File: config.mk
export PLATFORM = sky130hd
export DESIGN_NAME = utf8_to_utf16_transcoder_unit
export DESIGN_NICKNAME = d
export VERILOG_FILES = /design/src/sv/u8u16_pkg.sv /design/src/sv/u8u16_decode.sv /design/src/sv/u8u16_result_buf.sv /design/src/sv/utf8_to_utf16_transcoder_unit.sv
export VERILOG_INCLUDE_DIRS = /design/src /design/src/sv
export SDC_FILE = /design/constraint.sdc
export NUM_CORES = 1
export LEC_CHECK = 0
export CAP_MARGIN = 10
export CORE_ASPECT_RATIO = 1.4
export CORE_MARGIN = 2
export CORE_UTILIZATION = 60
export CTS_BUF_LIST = sky130_fd_sc_hd__clkbuf_4 sky130_fd_sc_hd__clkbuf_8
export DETAILED_ROUTE_END_ITERATION = 10
export DONT_BUFFER_PORTS = 1
export PLACE_DENSITY = 0.82
export SYNTH_ARGS = -nofsm -noshare
export SYNTH_HDL_FRONTEND = slang
export SYNTH_SLANG_ARGS = --single-unit
File: constraint.sdc
create_clock -name aclk -period 4.1 [get_ports aclk]
set_input_delay 0.205 -clock aclk [delete_from_list [all_inputs] [get_ports aclk]]
set_output_delay 0.205 -clock aclk [all_outputs]
set_load 0.02 [all_outputs]
File: src/sv/utf8_to_utf16_transcoder_unit_macros.svh
// ----------------------------------------------------------------------------
// utf8_to_utf16_transcoder_unit_macros.svh
// assertion macros for the utf-8 to utf-16 transcoder; empty for synthesis
// ----------------------------------------------------------------------------
`ifndef UTF8_TO_UTF16_TRANSCODER_UNIT_MACROS_SVH
`define UTF8_TO_UTF16_TRANSCODER_UNIT_MACROS_SVH

`ifndef SYNTHESIS
// property checked only out of reset
`define U8U16_ASSERT(label, prop, msg) \
    label: assert property (@(posedge aclk) disable iff (!aresetn) prop) \
        else $error(msg);
// property checked at every edge, reset included
`define U8U16_ASSERT_ALWAYS(label, prop, msg) \
    label: assert property (@(posedge aclk) prop) else $error(msg);
`else
`define U8U16_ASSERT(label, prop, msg)
`define U8U16_ASSERT_ALWAYS(label, prop, msg)
`endif

`endif

File: src/sv/u8u16_pkg.sv
// ----------------------------------------------------------------------------
// u8u16_pkg
// types, constants and helpers shared by the utf-8 to utf-16 transcoder
// ----------------------------------------------------------------------------
package u8u16_pkg;

    // field widths
    localparam int CountW = 31;
    localparam int UnitW  = 16;
    localparam int CpW    = 21;

    // count limits
    localparam logic [CountW-1:0] COUNT_MAX     = 31'h7FFF_FFFF;
    localparam logic [CountW-1:0] COUNT_MAX_M1  = 31'h7FFF_FFFE;
    localparam logic [CountW-1:0] MAX_UNITS_RST = 31'd2147483643;

    // code point limits
    localparam logic [CpW-1:0] CP_2B_MIN   = 21'h00080;
    localparam logic [CpW-1:0] CP_3B_MIN   = 21'h00800;
    localparam logic [CpW-1:0] CP_SUPP_MIN = 21'h10000;
    localparam logic [CpW-1:0] CP_SURR_LO  = 21'h0D800;
    localparam logic [CpW-1:0] CP_SURR_HI  = 21'h0DFFF;
    localparam logic [CpW-1:0] CP_MAX      = 21'h10FFFF;

    // surrogate bases
    localparam logic [UnitW-1:0] SURR_HI_BASE = 16'hD800;
    localparam logic [UnitW-1:0] SURR_LO_BASE = 16'hDC00;

    // lead byte boundaries
    localparam logic [7:0] BYTE_CONT_MIN = 8'h80;
    localparam logic [7:0] BYTE_LEAD2    = 8'hC0;
    localparam logic [7:0] BYTE_LEAD3    = 8'hE0;
    localparam logic [7:0] BYTE_LEAD4    = 8'hF0;
    localparam logic [7:0] BYTE_BAD      = 8'hF8;

    // character length codes (length minus one)
    localparam logic [1:0] LEN_1 = 2'd0;
    localparam logic [1:0] LEN_2 = 2'd1;
    localparam logic [1:0] LEN_3 = 2'd2;
    localparam logic [1:0] LEN_4 = 2'd3;

    // status codes
    localparam logic ST_OK  = 1'b0;
    localparam logic ST_BAD = 1'b1;

    // one result item
    typedef struct packed {
        logic [UnitW-1:0]  code_unit;
        logic              has_unit;
        logic              last;
        logic              status;
        logic [CountW-1:0] unit_count;
    } result_t;

    // decoder state carried between items
    typedef struct packed {
        logic [CpW-1:0]    partial;
        logic [1:0]        pending;
        logic [1:0]        len_m1;
        logic              discarding;
        logic [CountW-1:0] units;
    } dec_state_t;

    // all results caused by one input item
    typedef struct packed {
        logic [1:0]        cnt;
        result_t [2:0]     items;
    } bundle_t;

    // occupancy of the result buffer
    typedef struct packed {
        logic [1:0] cnt;
        logic [1:0] idx;
    } buf_stat_t;

    function automatic result_t mk_unit(input logic [UnitW-1:0] unit,
                                        input logic [CountW-1:0] count);
        result_t r;
        r.code_unit  = unit;
        r.has_unit   = 1'b1;
        r.last       = 1'b0;
        r.status     = ST_OK;
        r.unit_count = count;
        return r;
    endfunction

    function automatic result_t mk_final(input logic st,
                                         input logic [CountW-1:0] count);
        result_t r;
        r.code_unit  = '0;
        r.has_unit   = 1'b0;
        r.last       = 1'b1;
        r.status     = st;
        r.unit_count = count;
        return r;
    endfunction

endpackage

File: src/sv/u8u16_decode.sv
// ----------------------------------------------------------------------------
// u8u16_decode
// one utf-8 byte against the decoder state: next state and up to three items
// ----------------------------------------------------------------------------
module u8u16_decode (
    input  logic [7:0]                   in_byte,
    input  u8u16_pkg::dec_state_t        st,
    input  logic [u8u16_pkg::CountW-1:0] max_units,
    output u8u16_pkg::dec_state_t        st_next,
    output u8u16_pkg::bundle_t           bundle
);
    import u8u16_pkg::*;

    logic              is_cont;
    logic [CpW-1:0]    pc_shift;
    logic [CpW-1:0]    cp;
    logic [1:0]        cp_len;
    logic              cp_bad;
    logic              cp_supp;
    logic [CpW-1:0]    cp_off;
    logic [CountW-1:0] inc1;
    logic [CountW-1:0] inc2;
    logic              hit1;
    logic              hit2;

    // continuation byte and shifted partial character
    assign is_cont  = (in_byte[7:6] == 2'b10);
    assign pc_shift = {st.partial[CpW-7:0], in_byte[5:0]};

    // character to emit: completed multi-byte one or a plain ascii byte
    assign cp     = (st.pending != 2'd0) ? pc_shift : {13'd0, in_byte};
    assign cp_len = (st.pending != 2'd0) ? st.len_m1 : LEN_1;

    // overlong, surrogate and range checks
    assign cp_bad = ((cp_len == LEN_2) && (cp < CP_2B_MIN))
                 || ((cp_len == LEN_3) && (cp < CP_3B_MIN))
                 || ((cp_len == LEN_4) && (cp < CP_SUPP_MIN))
                 || ((cp >= CP_SURR_LO) && (cp <= CP_SURR_HI))
                 || (cp > CP_MAX);
    assign cp_supp = (cp >= CP_SUPP_MIN);
    assign cp_off  = cp - CP_SUPP_MIN;

    // saturating unit counts after one and after two units
    assign inc1 = (st.units == COUNT_MAX) ? COUNT_MAX : st.units + 31'd1;
    assign inc2 = (st.units >= COUNT_MAX_M1) ? COUNT_MAX : st.units + 31'd2;
    assign hit1 = (inc1 >= max_units);
    assign hit2 = (inc2 >= max_units);

    // byte classification and item building
    always_comb begin
        dec_state_t clr;
        clr            = '0;
        st_next        = st;
        bundle         = '0;

        if (st.discarding) begin
            // dropping up to the next zero byte
            if (in_byte == 8'd0) begin
                st_next = clr;
            end
        end else if ((st.pending != 2'd0) && !is_cont) begin
            // bad continuation; a zero byte also ends the string
            bundle.cnt         = 2'd1;
            bundle.items[0]    = mk_final(ST_BAD, st.units);
            st_next            = clr;
            st_next.discarding = (in_byte != 8'd0);
        end else if (st.pending > 2'd1) begin
            // more continuation bytes to come
            st_next.partial = pc_shift;
            st_next.pending = st.pending - 2'd1;
        end else if ((st.pending == 2'd1) || ((in_byte != 8'd0) && !in_byte[7])) begin
            // complete character
            st_next.partial = '0;
            st_next.pending = 2'd0;
            st_next.len_m1  = LEN_1;
            if (cp_bad) begin
                bundle.cnt         = 2'd1;
                bundle.items[0]    = mk_final(ST_BAD, st.units);
                st_next            = clr;
                st_next.discarding = 1'b1;
            end else if (cp_supp) begin
                bundle.items[0] = mk_unit(SURR_HI_BASE | {6'd0, cp_off[19:10]}, inc1);
                bundle.items[1] = mk_unit(SURR_LO_BASE | {6'd0, cp_off[9:0]}, inc2);
                st_next.units   = inc2;
                if (hit2) begin
                    bundle.cnt         = 2'd3;
                    bundle.items[2]    = mk_final(ST_OK, inc2);
                    st_next            = clr;
                    st_next.discarding = 1'b1;
                end else begin
                    bundle.cnt = 2'd2;
                end
            end else begin
                bundle.items[0] = mk_unit(cp[UnitW-1:0], inc1);
                st_next.units   = inc1;
                if (hit1) begin
                    bundle.cnt         = 2'd2;
                    bundle.items[1]    = mk_final(ST_OK, inc1);
                    st_next            = clr;
                    st_next.discarding = 1'b1;
                end else begin
                    bundle.cnt = 2'd1;
                end
            end
        end else if (in_byte == 8'd0) begin
            // end of string
            bundle.cnt      = 2'd1;
            bundle.items[0] = mk_final(ST_OK, st.units);
            st_next         = clr;
        end else if (in_byte < BYTE_LEAD2) begin
            // stray continuation byte
            bundle.cnt         = 2'd1;
            bundle.items[0]    = mk_final(ST_BAD, st.units);
            st_next            = clr;
            st_next.discarding = 1'b1;
        end else if (in_byte < BYTE_LEAD3) begin
            st_next.partial = {16'd0, in_byte[4:0]};
            st_next.pending = 2'd1;
            st_next.len_m1  = LEN_2;
        end else if (in_byte < BYTE_LEAD4) begin
            st_next.partial = {17'd0, in_byte[3:0]};
            st_next.pending = 2'd2;
            st_next.len_m1  = LEN_3;
        end else if (in_byte < BYTE_BAD) begin
            st_next.partial = {18'd0, in_byte[2:0]};
            st_next.pending = 2'd3;
            st_next.len_m1  = LEN_4;
        end else begin
            // lead byte out of range
            bundle.cnt         = 2'd1;
            bundle.items[0]    = mk_final(ST_BAD, st.units);
            st_next            = clr;
            st_next.discarding = 1'b1;
        end
    end

endmodule

File: src/sv/u8u16_result_buf.sv
// ----------------------------------------------------------------------------
// u8u16_result_buf
// holds the items of one decoded byte and hands them out one per cycle while m_ready is high
// ----------------------------------------------------------------------------
module u8u16_result_buf (
    input  logic                 aclk,
    input  logic                 aresetn,
    input  logic                 load,
    input  u8u16_pkg::bundle_t   bundle,
    output logic                 free,
    output u8u16_pkg::buf_stat_t stat,
    output logic                 m_valid,
    input  logic                 m_ready,
    output u8u16_pkg::result_t   m_item
);
    import u8u16_pkg::*;

    logic [1:0]    cnt_reg;
    logic [1:0]    cnt_next;
    logic [1:0]    idx_reg;
    logic [1:0]    idx_next;
    result_t [2:0] items_reg;
    logic          pop;
    logic          pop_last;

    assign m_valid  = (cnt_reg != 2'd0);
    assign pop      = m_valid && m_ready;
    assign pop_last = pop && (idx_reg == cnt_reg - 2'd1);
    assign free     = !m_valid || pop_last;
    assign stat     = '{cnt: cnt_reg, idx: idx_reg};

    // occupancy update
    always_comb begin
        cnt_next = cnt_reg;
        idx_next = idx_reg;
        if (load) begin
            cnt_next = bundle.cnt;
            idx_next = 2'd0;
        end else if (pop_last) begin
            cnt_next = 2'd0;
            idx_next = 2'd0;
        end else if (pop) begin
            idx_next = idx_reg + 2'd1;
        end
    end

    always_ff @(posedge aclk) begin
        if (!aresetn) begin
            cnt_reg <= 2'd0;
            idx_reg <= 2'd0;
        end else begin
            cnt_reg <= cnt_next;
            idx_reg <= idx_next;
        end
    end

    // item payload
    always_ff @(posedge aclk) begin
        if (load) begin
            items_reg <= bundle.items;
        end
    end

    // output select
    always_comb begin
        case (idx_reg)
            2'd1:    m_item = items_reg[1];
            2'd2:    m_item = items_reg[2];
            default: m_item = items_reg[0];
        endcase
    end

endmodule

File: src/sv/utf8_to_utf16_transcoder_unit.sv
// ----------------------------------------------------------------------------
// utf8_to_utf16_transcoder_unit
// utf-8 byte stream in, utf-16 code units and a final status item out
// ----------------------------------------------------------------------------
//  channel  | direction | ports
//  ---------+-----------+-------------------------------------------------
//  s_       | in        | s_valid, s_ready, s_in_byte
//  m_       | out       | m_valid, m_ready, m_code_unit, m_has_unit,
//           |           | m_last, m_status, m_unit_count
//  cfg_     | in        | cfg_wr_en, cfg_wr_data (max_units)
//
// a byte waits in the input register until the result buffer has room and is
// decoded on the way into the result buffer; its items appear on the next cycle
// one byte per cycle when each byte gives at most one item and m_ready stays high;
// a byte with two or three items holds the input while the buffer drains
// reset clears the decoder state, both buffers and sets max_units to 2147483643
// a stall on m_ready backs up through the result buffer into s_ready
// ----------------------------------------------------------------------------
`include "utf8_to_utf16_transcoder_unit_macros.svh"

module utf8_to_utf16_transcoder_unit (
    input  logic                         aclk,
    input  logic                         aresetn,
    input  logic                         s_valid,
    output logic                         s_ready,
    input  logic [7:0]                   s_in_byte,
    output logic                         m_valid,
    input  logic                         m_ready,
    output logic [u8u16_pkg::UnitW-1:0]  m_code_unit,
    output logic                         m_has_unit,
    output logic                         m_last,
    output logic                         m_status,
    output logic [u8u16_pkg::CountW-1:0] m_unit_count,
    input  logic                         cfg_wr_en,
    input  logic [u8u16_pkg::CountW-1:0] cfg_wr_data
);
    import u8u16_pkg::*;

    logic              in_valid_reg;
    logic              in_valid_next;
    logic [7:0]        in_byte_reg;
    dec_state_t        st_reg;
    dec_state_t        st_next;
    logic [CountW-1:0] max_units_reg;
    bundle_t           bundle;
    logic              buf_free;
    buf_stat_t         buf_stat;
    result_t           m_item;
    logic              advance;

    // move the held byte into the result buffer when it has room
    assign advance = in_valid_reg && buf_free;
    assign s_ready = !in_valid_reg || advance;

    always_comb begin
        in_valid_next = in_valid_reg;
        if (s_valid && s_ready) begin
            in_valid_next = 1'b1;
        end else if (advance) begin
            in_valid_next = 1'b0;
        end
    end

    // input register
    always_ff @(posedge aclk) begin
        if (!aresetn) begin
            in_valid_reg <= 1'b0;
        end else begin
            in_valid_reg <= in_valid_next;
        end
    end

    always_ff @(posedge aclk) begin
        if (s_valid && s_ready) begin
            in_byte_reg <= s_in_byte;
        end
    end

    // decoder state and unit limit
    always_ff @(posedge aclk) begin
        if (!aresetn) begin
            st_reg        <= '0;
            max_units_reg <= MAX_UNITS_RST;
        end else begin
            if (advance) begin
                st_reg <= st_next;
            end
            if (cfg_wr_en) begin
                max_units_reg <= cfg_wr_data;
            end
        end
    end

    u8u16_decode u_decode (
        .in_byte   (in_byte_reg),
        .st        (st_reg),
        .max_units (max_units_reg),
        .st_next   (st_next),
        .bundle    (bundle)
    );

    u8u16_result_buf u_result_buf (
        .aclk    (aclk),
        .aresetn (aresetn),
        .load    (advance),
        .bundle  (bundle),
        .free    (buf_free),
        .stat    (buf_stat),
        .m_valid (m_valid),
        .m_ready (m_ready),
        .m_item  (m_item)
    );

    // result fields
    assign m_code_unit  = m_item.code_unit;
    assign m_has_unit   = m_item.has_unit;
    assign m_last       = m_item.last;
    assign m_status     = m_item.status;
    assign m_unit_count = m_item.unit_count;

    // checks
    `U8U16_ASSERT(a_idx_in_range, buf_stat.cnt != 2'd0 |-> buf_stat.idx < buf_stat.cnt, "result index beyond item count")
    `U8U16_ASSERT(a_final_is_last, m_valid && m_last |-> buf_stat.idx + 2'd1 == buf_stat.cnt, "final item not last of its byte")
    `U8U16_ASSERT(a_drop_no_pending, st_reg.discarding |-> st_reg.pending == 2'd0, "character open while dropping")
    `U8U16_ASSERT(a_unit_count_nonzero, m_valid && m_has_unit |-> m_unit_count != '0, "unit item with zero count")
    `U8U16_ASSERT_ALWAYS(a_reset_empty, !aresetn |=> !m_valid && s_ready, "buffers not empty after reset")

endmodule

==> impl_results.md, run 1 <==
* Vias in the first global route at about 12,000
* MaxCap Viol Count at 0
* Tot Pwr at between 5 and 6 mW
* Mapped Area at 12,610 um^2
* CTS tree: done
* Sw frac at 0.2688
* Clock Skew at approximately 0.03 ns
* Reg-to-Reg Start: st_reg[1]
* Avg Cell Area, Syn at approximately 9.2 um^2
* Critical path endpoint category: register
* GPL Wtd Cong at about 0.95
* Final net count at between 1,500 and 2,000
* Clock group share of total power at 0.390
* Via density at 6.602
* Initial core utilization at 0.6135
* Post-route insts no fill at 1,792
* Ant. Diodes at 0
* DIE WIDTH at ~130 um
* Asr flop ratio synth at 0
* DP Area at 13,490 um^2
* Num rows at 62
* Slew Limit Fails at 0
* Yosys warnings at 0
* Outcome: complete, but fails checks
* Clock-pin slew on the worst setup and hold paths at 0.07 ns
* RSZ-0062 raised after global routing: yes
* DR WL/cell at 22.54 um
* Final Cycle Share at 1.025
* Die Ht at 175.5 um
* Htree depth at 2
* CTS max path bufs at 3
* R2R cell count at 19
* Slew margin rel. at 0.2009
* GRT Total Usage at 0.3494
* Power density over the cells at 323.0 nW/um^2
* Crit Path Category: reg -> reg
* Full die area at 22,210 um^2
* Fin Hold WS at around 0.014 ns
* Cts bufs inserted at 35
* Final WS setup at -0.1009 ns
* First-pass GRT wire length at 61,200 um
* Reg area at around 5800 um^2
* DR vias at between 10,000 and 15,000
* Hold Crit Class: in -> reg
* Worst flop-to-flop path endpoint: u_result_buf.items_reg[107]
* Fillers at between 1,000 and 1,500
* DRT Wirelength at 40,390 um
* # IOs at 96
* CP required at roughly 4.4 ns
* Setup violators final at 38
* CP max FO at 6
* Hold Crit Depth at 2
* Placed insts at 1,643
* Internal Power at 3.682 mW
* Antenna viol nets, final at 0
* Seq pwr share at 0.491
* Initial antenna violation count at 1
* Leakage at 6.310 nW
* Yosys reg bits at 220
* Min Tclk post-route at 4.201 ns
* Layout cells sized above 1 at 0.1895
* Synth Flop Type: edfxtp_1
* Violated checks: negative setup slack
* Switching power of the nets at 1.353 mW
* Hold Crit Start: aresetn
* Combinational Power Share at 0.118
* Clock sink count at between 200 and 250
* Drt initial violations at about 1,200
* Remaining DRCs at 0
* Port Buffer Count at 0
* Synth-to-Final Area Change at 23.62%
* Flop2flop setup slack at -0.10 ns
* Worst-margin pin slew at 1.194 ns
* Number of flip-flops under the largest register name at roughly 130
* Max VDD drop at 241.5 uV
* CP Data Arrival Time at 4.49 ns
* Multi-input logic area at a little under 7000 um^2
* Largest net degree at the start of global routing at 92
* Core area at 20,560 um^2
* Hold path endpoint: u_result_buf.cnt_reg[0]
* Finished Cell Area at 15,590 um^2
* Net Count, Synth at between 1,000 and 1,500
* Synth unique cells at 63
* Grt total ovfl at 0
* CTS root buf: clkbuf_8
* Hold Vio Cnt, Final at 0
* Post-Syn Instances at 1,376
* Post-synth EDFFs at roughly 130
* DRT Pass-1 Iters at 7
* DP Wirelength at 25,930 um
* Clk_lat worst skew at between 0.5 and 0.6 ns
* CP Launch Type: register
* Seq/Total Area, Yosys at 0.4548
* Maximum clock rate at 238.0 MHz
==> synth_stat cells, drive strengths merged, types with 5 or more instances <==
cell | instances | area [um^2]
xnor2 | 35 | 306.5
dfxtp | 87 | 1742
and2 | 6 | 37.54
inv | 46 | 172.7
or2 | 5 | 31.28
nand3 | 42 | 210.2
a22o | 41 | 359.1
and3 | 21 | 136.4
edfxtp | 133 | 3994
o21ai | 80 | 400.4
and4 | 11 | 96.34
nor2b | 14 | 87.58
a211oi | 8 | 60.06
nand2b | 8 | 50.05
a21oi | 64 | 320.3
xor2 | 17 | 148.9
nand4 | 23 | 143.9
buf | 14 | 82.58
a21boi | 20 | 150.1
clkbuf | 93 | 349.1
o21a | 8 | 60.06
o211ai | 32 | 240.2
nor4 | 17 | 106.4
a21o | 5 | 37.54
ha | 69 | 863.3
nand2 | 239 | 897.1
a31oi | 10 | 62.56
nor2 | 74 | 277.8
nor3 | 19 | 95.09
a22oi | 87 | 653.1
==> cell families after synthesis <==
group | Yosys count | synth area share
adder cells (fa/ha/maj) | 69 | 0.06846
AND/OR/NAND/NOR | 492 | 0.1800
XOR/XNOR | 52 | 0.03611
multiplexers | 4 | 0.003373
AO/OA/AOI/OAI | 386 | 0.2093
flip-flops | 220 | 0.4548
buffers and inverters | 153 | 0.04792
==> power groups by stage <==
stage / clock network, mW / logic (mW) / registers (mW)
floorplan: 0 / 0.391 / 2.51
global placement: 0 / 0.485 / 2.52
detailed placement: 0 / 0.499 / 2.52
CTS: 1.98 / 0.576 / 2.47
global route: 2.06 / 0.641 / 2.48
finish: 1.97 / 0.595 / 2.47
==> timing repair <==
item | in CTS | in global routing
hold buffers | 66 | 0
setup buffers | 5 | 10
endpoints found under the setup margin | 97 | 97
resized for setup | 12 | 90
pin swaps | 8 | 18
gates cloned | 0 | 5
endpoints found under the hold margin | 61 | 0
==> layout by cell type, fill, tap and decap left out, drive strengths merged, types with 12 or more instances in the layout <==
| cell type | instances |
|---|---|
| nor2b | 14 |
| xnor2 | 35 |
| dfxtp | 87 |
| nor3 | 19 |
| nand4 | 23 |
| a22o | 41 |
| nor4 | 17 |
| buf | 135 |
| clkinv | 12 |
| nand2 | 239 |
| xor2 | 17 |
| and3 | 21 |
| a22oi | 87 |
| inv | 46 |
| edfxtp | 133 |
| o211ai | 32 |
| o21ai | 80 |
| dlygate4sd3 | 64 |
| nor2 | 74 |
| nand3 | 42 |
| ha | 69 |
| clkbuf | 52 |
| a21boi | 20 |
| a21oi | 64 |
==> how the worst max path moves through the flow <==
stage	endpoint	slack, ns	start	depth (start not counted)
finish	u_result_buf.items_reg[107]	-0.10	st_reg[1]	19
global route	u_result_buf.items_reg[100]	-0.17	st_reg[1]	19
CTS	u_result_buf.items_reg[117]	0.004	st_reg[1]	19
detailed placement	st_reg[9]	-0.20	st_reg[1]	19
global placement	st_reg[2]	-0.27	st_reg[1]	15
floorplan	st_reg[25]	0.01	st_reg[20]	16
==> metal layers <==
layer / wire [um] / track usage / up-vias
li1: - / - / 5328
met1: 13990 / 0.3887 / 5567
met2: 20220 / 0.6252 / 701
met3: 3234 / 0.05605 / 232
met4: 2925 / 0.2042 / 2
met5: 15 / 0 / -
==> stage by stage <==
stage,setup TNS (ns),setup WS (ns),utilization
detailed placement,-8.668,-0.1973,0.6562
floorplan,0,0.01363,-
global placement,-10.20,-0.2719,0.6562
global route,-7.363,-0.1683,0.7584
CTS,0,0.004029,0.7290
finish,-2.799,-0.1009,0.7584
==> critical path, stage by stage, from the launching register on <==
cell and delay, ns:
dfxtp_2 0.34, ha_2 0.19, and3_4 0.19, nand4_1 0.11
buf_6 0.16, buf_4 0.16, nor4_4 0.25, buf_4 0.16
xnor2_1 0.18, nand2_2 0.12, ha_1 0.28, nand4_1 0.19
nor3_2 0.06, a221oi_1 0.32, o211ai_1 0.28, buf_4 0.23
o31ai_4 0.20, or2_4 0.26, buf_6 0.19, nor2b_1 0.06
==> layout make-up <==
| class | count | share of cell area |
|---|---|---|
| clock buffer | 48 | 0.03796 |
| clock inverter | 16 | 0.008266 |
| inverter | 46 | 0.01132 |
| multi-input combinational | 1003 | 0.4322 |
| sequential | 220 | 0.3689 |
| tap | 256 | 0.02055 |
| timing repair buffer | 203 | 0.1209 |
(Power assumes the default switching activity.)
==> inputs of run 2 (changes only) <==
CELL_PAD_IN_SITES_DETAIL_PLACEMENT = 1   (was not set)
CELL_PAD_IN_SITES_GLOBAL_PLACEMENT = 2   (was not set)
CORE_UTILIZATION = 38   (was 60)
==> impl_results.md, run 2 (synthesis results as in run 1) <==
* Final WS setup at 0.01618 ns (+0.1171 ns)
* CP max FO at 15 (+9)
* Largest net degree at the start of global routing at 82 (-11%)
* Core area at 32,600 um^2 (+59%)
* Crit-path most repeated cell: buf_4
* Most common cell after layout, fill and taps aside: nand2_1
* CP Data Arrival Time at 4.48 ns (about the same)
* Highest-delay cell along the critical path: dfxtp_1
* Full die area at 34,680 um^2 (+56%)
* Drt initial violations at 708 (-39%)
* First-pass GRT wire length at 71,750 um (+17%)
* DIE WIDTH at 158.0 um (+25%)
* DP Area at 14,140 um^2 (+4.9%)
* Final Cycle Share at 0.9961 (-0.02855)
* Clock Skew at 0.02210 ns (-0.008528 ns)
* Commonest cells after routing, fill and taps aside: nand2_1 (237), buf_4 (162), edfxtp_1 (133), a22oi_1 (85), dfxtp_1 (85)
* Ant. Diodes at 0 (unchanged)
* Setup TNS at 0 ns (+2.799 ns)
* Final net count at 1,679 (+3.5%)
* Worst-margin pin slew at 1.142 ns (-0.05219 ns)
* # IOs at 96 (unchanged)
* Worst-path cell chain: buf_4 -> nand3_1 -> nor4_2 -> buf_4 -> nand3_1 -> xnor2_2 -> nand2_1 -> ha_1 -> nand4_1 -> buf_4 -> nor4_4 -> buf_4 -> nand2_1 -> a31oi_4 -> o31ai_2 -> or2_4 -> buf_12 -> a21oi_1
* Vias in the first global route at 12,620 (+8.2%)
* Clock sink count at 220 (unchanged)
* Synth-to-Final Area Change at 27.90%
* Clock-pin slew on the worst setup and hold paths at 0.06 ns (about the same)
* Maximum clock rate at 244.9 MHz (+2.9%)
* CTS max path bufs at 3 (unchanged)
* Number of flip-flops under the largest register name at 125 (unchanged)
* Hold Crit Start: aresetn
* Cts bufs inserted at 37 (+5.7%)
* MaxCap Viol Count at 0 (unchanged)
* Pre-CTS setup slack at -0.5815 ns (-0.3842 ns)
* Via density at 5.707 (-14%)
* Fillers at 3,760 (+170%)
* CP required at 4.50 ns (+0.11 ns)
* Htree depth at 2 (unchanged)
* Num rows at 78 (+26%)
* Max VDD drop at 261.5 uV (+8.3%)
* CP Launch Type: register
* R2R cell count at 18 (-1)
* Slew Limit Fails at 0 (unchanged)
* Leakage at 6.544 nW (+3.7%)
* Slew margin rel. at 0.2358 (+0.03492)
* Grt total ovfl at 0 (unchanged)
* GPL Wtd Cong at 0.9134 (-4.1%)
* Hold Vio Cnt, Final at 0 (unchanged)
* DRT Wirelength at 46,310 um (+15%)
* Worst flop-to-flop path endpoint: u_result_buf.items_reg[109]
* CP startpoint: st_reg[12]
* Flop2flop setup slack at 0.02 ns (+0.12 ns)
* Remaining DRCs at 0 (unchanged)
* Power density over the cells at 321.4 nW/um^2 (-0.47%)
* RSZ-0062 raised after global routing: yes
* Min Tclk post-route at 4.084 ns (-0.1171 ns)
* Clk_lat worst skew at 0.57 ns (+0.02 ns)
* Hold Crit Class: in -> reg
* Setup crit end: u_result_buf.items_reg[109]
* Port Buffer Count at 0 (unchanged)
* GRT Total Usage at 0.2712 (-0.07822)
* DR WL/cell at 22.77 um (+1.0%)
* DP Wirelength at 32,640 um (+26%)
* Initial antenna violation count at 0 (-1)
* DR vias at 11,610 (-1.9%)
* Reg-to-Reg Start: st_reg[12]
* CTS root buf: clkbuf_8
* Crit Path Category: reg -> reg
* Initial core utilization at 0.3869 (-0.2266)
* Layout cells sized above 1 at 0.1932 (+0.003771)
* Crit path largest cell delay at 0.43 ns (+0.09 ns)
* Setup violators final at 0 (-100%)
* Critical path endpoint category: register
* Antenna viol nets, final at 0 (unchanged)
* Finished Cell Area at 16,130 um^2 (+3.5%)
* Die Ht at 219.5 um (+25%)
* Outcome: finished, final reports clean
* DRT Pass-1 Iters at 7 (unchanged)
* Tot Pwr at 5.185 mW (+3.0%)
* CTS tree: done
-- run 2: critical path: cells and delay by family (launching register included) --
kind / cells / cell delay (ns)
AND/OR/NAND/NOR: 8 / 1.56
buffers and inverters: 5 / 0.89
AO/OA/AOI/OAI: 3 / 0.48
flip-flops: 1 / 0.43
adder cells (fa/ha/maj): 1 / 0.33
XOR/XNOR: 1 / 0.22
-- run 2: through the flow --
| stage | utilization | instances | hold slack (ns) |
|---|---|---|---|
| 3_5_place_dp | 0.4339 | 1878 | 0.2951 |
| 3_3_place_gp | 0.4339 | 1878 | 0.2914 |
| 5_1_grt | 0.4948 | 2034 | 0.03148 |
| 6_report | 0.4948 | 2034 | 0.04183 |
| 4_1_cts | 0.4871 | 2029 | 0.01080 |
| 2_1_floorplan | - | 1376 | 0.3039 |
-- run 2: how the worst min path moves through the flow --
stage	cells after the start	to
2_1_floorplan	0	in_byte_reg[0]
5_1_grt	2	st_reg[34]
3_5_place_dp	1	max_units_reg[0]
4_1_cts	2	st_reg[34]
6_report	2	st_reg[43]
3_3_place_gp	1	max_units_reg[0]
-- run 2: per-layer routing --
layer	wire length, um	part of all wire	track usage	up-vias
li1	-	-	-	5436
met1	17390	0.38	0.2836	5786
met2	25020	0.54	0.5239	271
met3	1791	0.039	0.04051	116
met4	2109	0.046	0.1246	0
met5	0	0	0	-
-- run 2: area by class of cell --
type                    instances  area (um^2)  area share
clock inverters                16        133.9    0.008300
well taps                     440        550.5     0.03413
flip-flops and latches        220         5738      0.3558
multi-input cells            1003         6600      0.4092
repair buffers                258         2297      0.1424
clock buffers                  51        633.1     0.03925
inverters                      46        176.4     0.01094
-- run 2: what timing repair did --
action | in CTS | in global routing
endpoints found under the hold margin | 64 | 0
endpoints found under the setup margin | 98 | 97
pin swaps | 1 | 20
resized for setup | 24 | 53
hold buffers | 81 | 0
setup buffers | 3 | 5
-- run 2: power by group --
group	switching, mW	leakage [nW]	internal [mW]
clock	0.941	0.407	1.14
sequential	0.0433	2.07	2.43
combinational	0.436	4.06	0.195
total	1.42	6.54	3.76
==> inputs of run 3 (changes only) <==
ABC_AREA = 1   (was not set)
CORE_UTILIZATION = 34   (was 38)
PLACE_DENSITY = 0.81   (was 0.82)
==> impl_results.md, run 3 <==
* Setup crit end: st_reg[27]
* Largest area contributor in the netlist: edfxtp_1
* Seq/Total Area, Yosys at 0.3925 (-0.06231)
* Yosys warnings at 0 (unchanged)
* Remaining DRCs at 0 (unchanged)
* Outcome: finished, final reports clean
* DR WL/cell at 22.55 um (-0.95%)
* Critical path endpoint category: register
* Hold Vio Cnt, Final at 0 (unchanged)
* First-pass GRT wire length at 99,900 um (+39%)
* Asr flop ratio synth at 0 (unchanged)
* Antenna viol nets, final at 0 (unchanged)
* CP startpoint: st_reg[0]
* Synth unique cells at 39 (-38%)
* Hold Crit Class: in -> reg
* Commonest cells after routing, fill and taps aside: nand2_1 (526), nor2_1 (310), buf_4 (243), a21oi_1 (205), nand3_1 (201)
* Post-synth EDFFs at 133 (unchanged)
* Core area at 42,320 um^2 (+30%)
* Num rows at 89 (+14%)
* Initial antenna violation count at 1 (+1)
* Min Tclk post-route at 3.891 ns (-0.1924 ns)
* Fin Hold WS at 0.05147 ns (+0.009640 ns)
* Via density at 5.385 (-5.6%)
* Avg Cell Area, Syn at 6.896 um^2 (-25%)
* CP Launch Type: register
* Finished Cell Area at 18,890 um^2 (+17%)
* Post-route insts no fill at 2,968 (+46%)
* Net Count, Synth at 2,232 (+50%)
* Worst-margin pin slew at 1.063 ns (-0.07914 ns)
* Most common cell after layout, fill and taps aside: nand2_1
* Die Ht at 249.3 um (+14%)
* Placed insts at 2,797 (+49%)
* Initial core utilization at 0.3453 (-0.04155)
* R2R cell count at 24 (+6)
* MaxCap Viol Count at 0 (unchanged)
* DRT Wirelength at 66,930 um (+45%)
* Seq pwr share at 0.435 (-0.043)
* Leakage at 8.234 nW (+26%)
* DR vias at 15,980 (+38%)
* DP Area at 16,860 um^2 (+19%)
* DIE WIDTH at 179.2 um (+13%)
* Clock sink count at 220 (unchanged)
* Vias in the first global route at 16,780 (+33%)
* Internal Power at 4.005 mW (+6.4%)
* Cts bufs inserted at 41 (+11%)
* Combinational Power Share at 0.182 (+0.060)
* CP required at 4.54 ns (+0.04 ns)
* Tot Pwr at 5.860 mW (+13%)
* DRT Pass-1 Iters at 5 (-2)
* Setup TNS at 0 ns (unchanged)
* CTS root buf: clkbuf_8
* Setup violators final at 0 (unchanged)
* Layout cells sized above 1 at 0.1710 (-0.02222)
* Pre-CTS setup slack at -0.1048 ns (+0.4767 ns)
* Synth Flop Type: edfxtp_1
* # IOs at 96 (unchanged)
* CTS tree: done
* Final net count at 2,502 (+49%)
* Reg-to-Reg Start: st_reg[0]
* CP Data Arrival Time at 4.33 ns (-0.15 ns)
* Synth top cells by count: nand2_1 (532), nor2_1 (331), nand3_1 (210)
* Htree depth at 2 (unchanged)
* Post-Syn Instances at 2,119 (+54%)
* Grt total ovfl at 0 (unchanged)
* GPL Wtd Cong at 1.044 (+14%)
* CTS max path bufs at 3 (unchanged)
* Top-count cell post-synth: nand2_1
* Final core utilization at 0.4465 (-0.04831)
* Slew margin rel. at 0.2914 (+0.05557)
* Ranking of synthesized cells by area: edfxtp_1 (27%), nand2_1 (14%), dfxtp_1 (12%)
* GRT Total Usage at 0.2981 (+0.02688)
* Worst flop-to-flop path endpoint: st_reg[27]
* DP Wirelength at 47,430 um (+45%)
* Maximum clock rate at 257.0 MHz (+4.9%)
* Drt initial violations at 864 (+22%)
* Clk_lat worst skew at 0.60 ns (+0.03 ns)
* Power density over the cells at 310.2 nW/um^2 (-3.5%)
* Synth-to-Final Area Change at 29.30%
* Port Buffer Count at 0 (unchanged)
* Clock group share of total power at 0.383 (-0.018)
* Yosys reg bits at 220 (unchanged)
* Mapped Area at 14,610 um^2 (+16%)
* CP max FO at 18 (+3)
* Number of flip-flops under the largest register name at 125 (unchanged)
* Full die area at 44,680 um^2 (+29%)
* Final WS setup at 0.2086 ns (+0.1924 ns)
* Clock Skew at 0.03613 ns (+0.01404 ns)
* Crit Path Category: reg -> reg
* Final Cycle Share at 0.9491 (-0.04693)
* Largest net degree at the start of global routing at 129 (+57%)
* Post-synth top area share at 0.2733 (-0.04339)
* RSZ-0062 raised after global routing: yes
* Clock-pin slew on the worst setup and hold paths at 0.07 ns (about the same)
* Sw frac at 0.3166 (+0.04261)
* Max VDD drop at 186.3 uV (-29%)
* Flop2flop setup slack at 0.21 ns (+0.19 ns)
* Slew Limit Fails at 0 (unchanged)
* Switching power of the nets at 1.855 mW (+31%)
## run 3: cell types whose count changed after synthesis, moves of 87 or more
| cell | before | now |
|---|---|---|
| nor2_1 | 74 | 331 |
| a21oi_1 | 64 | 209 |
| nand3_1 | 42 | 210 |
| a22oi_1 | 87 | 0 |
| inv_1 | 45 | 187 |
| nand2_1 | 239 | 532 |
## run 3: cell families after synthesis
logic type / count (synthesis) / synth area share
xor+xnor: 33 / 0.01978
fa+ha+maj: 69 / 0.05908
flops: 220 / 0.3925
buf+inv: 314 / 0.08280
compound gates: 327 / 0.1170
simple gates: 1156 / 0.3289
## run 3: cell type report
type	instances	area, um^2
Clock inverter	22	155.1
Sequential cell	220	5744
Tap cell	546	683.2
Inverter	194	734.5
Clock buffer	53	666.9
Multi-Input combinational cell	1585	7925
Fill cell	5404	23420
Antenna cell	1	2.502
Timing Repair Buffer	347	2983
## run 3: worst min path at each step
stage | depth (start not counted) | slack (ns) | from | to
floorplan | 0 | 0.30 | s_in_byte[0] | in_byte_reg[0]
global placement | 1 | 0.30 | aresetn | max_units_reg[0]
detailed placement | 1 | 0.30 | aresetn | max_units_reg[0]
CTS | 2 | 0.01 | cfg_wr_en | max_units_reg[14]
global route | 2 | 0.1 | cfg_wr_en | max_units_reg[14]
finish | 2 | 0.05 | cfg_wr_en | max_units_reg[14]
## run 3: power by group through the flow
stage / logic [mW] / registers [mW] / clock network, mW
final: 1.07 / 2.55 / 2.24
after global routing: 1.15 / 2.56 / 2.38
after CTS: 1.03 / 2.55 / 2.28
after detailed placement: 0.944 / 2.59 / 0
after global placement: 0.919 / 2.59 / 0
after floorplan: 0.617 / 2.58 / 0
## run 3: layer usage
layer  track usage  share of wire  vias up
met4        0.1486          0.063        0
met1        0.3412           0.39     7808
met5             0              0        -
li1              -              -     7528
met2        0.5414           0.50      457
met3       0.03053          0.039      190
## run 3: worst max-delay path, cell delays in order, from the launching register on
cell and delay, ns:
dfxtp_1 0.37, buf_4 0.20, clkinv_1 0.12, ha_1 0.21, nand3_1 0.14, nor3b_2 0.07
nand2_1 0.09, nand2_1 0.10, inv_2 0.08, buf_6 0.21, nand2_1 0.22, ha_1 0.36
nand2_1 0.06, nor2_1 0.14, nand4_1 0.20, nor3_2 0.16, nand3_1 0.10, nand3_2 0.15
buf_6 0.15, inv_1 0.06, buf_4 0.15, a21oi_1 0.16, nor2_1 0.06, nor2_1 0.11
nor2_1 0.05
## run 3: repair_timing
item                       in CTS  in global routing
setup endpoints to repair       9                 96
gates resized for setup         8                 64
hold buffers                   89                  0
hold endpoints to repair       54                  0
buffers inserted                0                  4
cloned                          0                  2
pin swaps                       0                  4
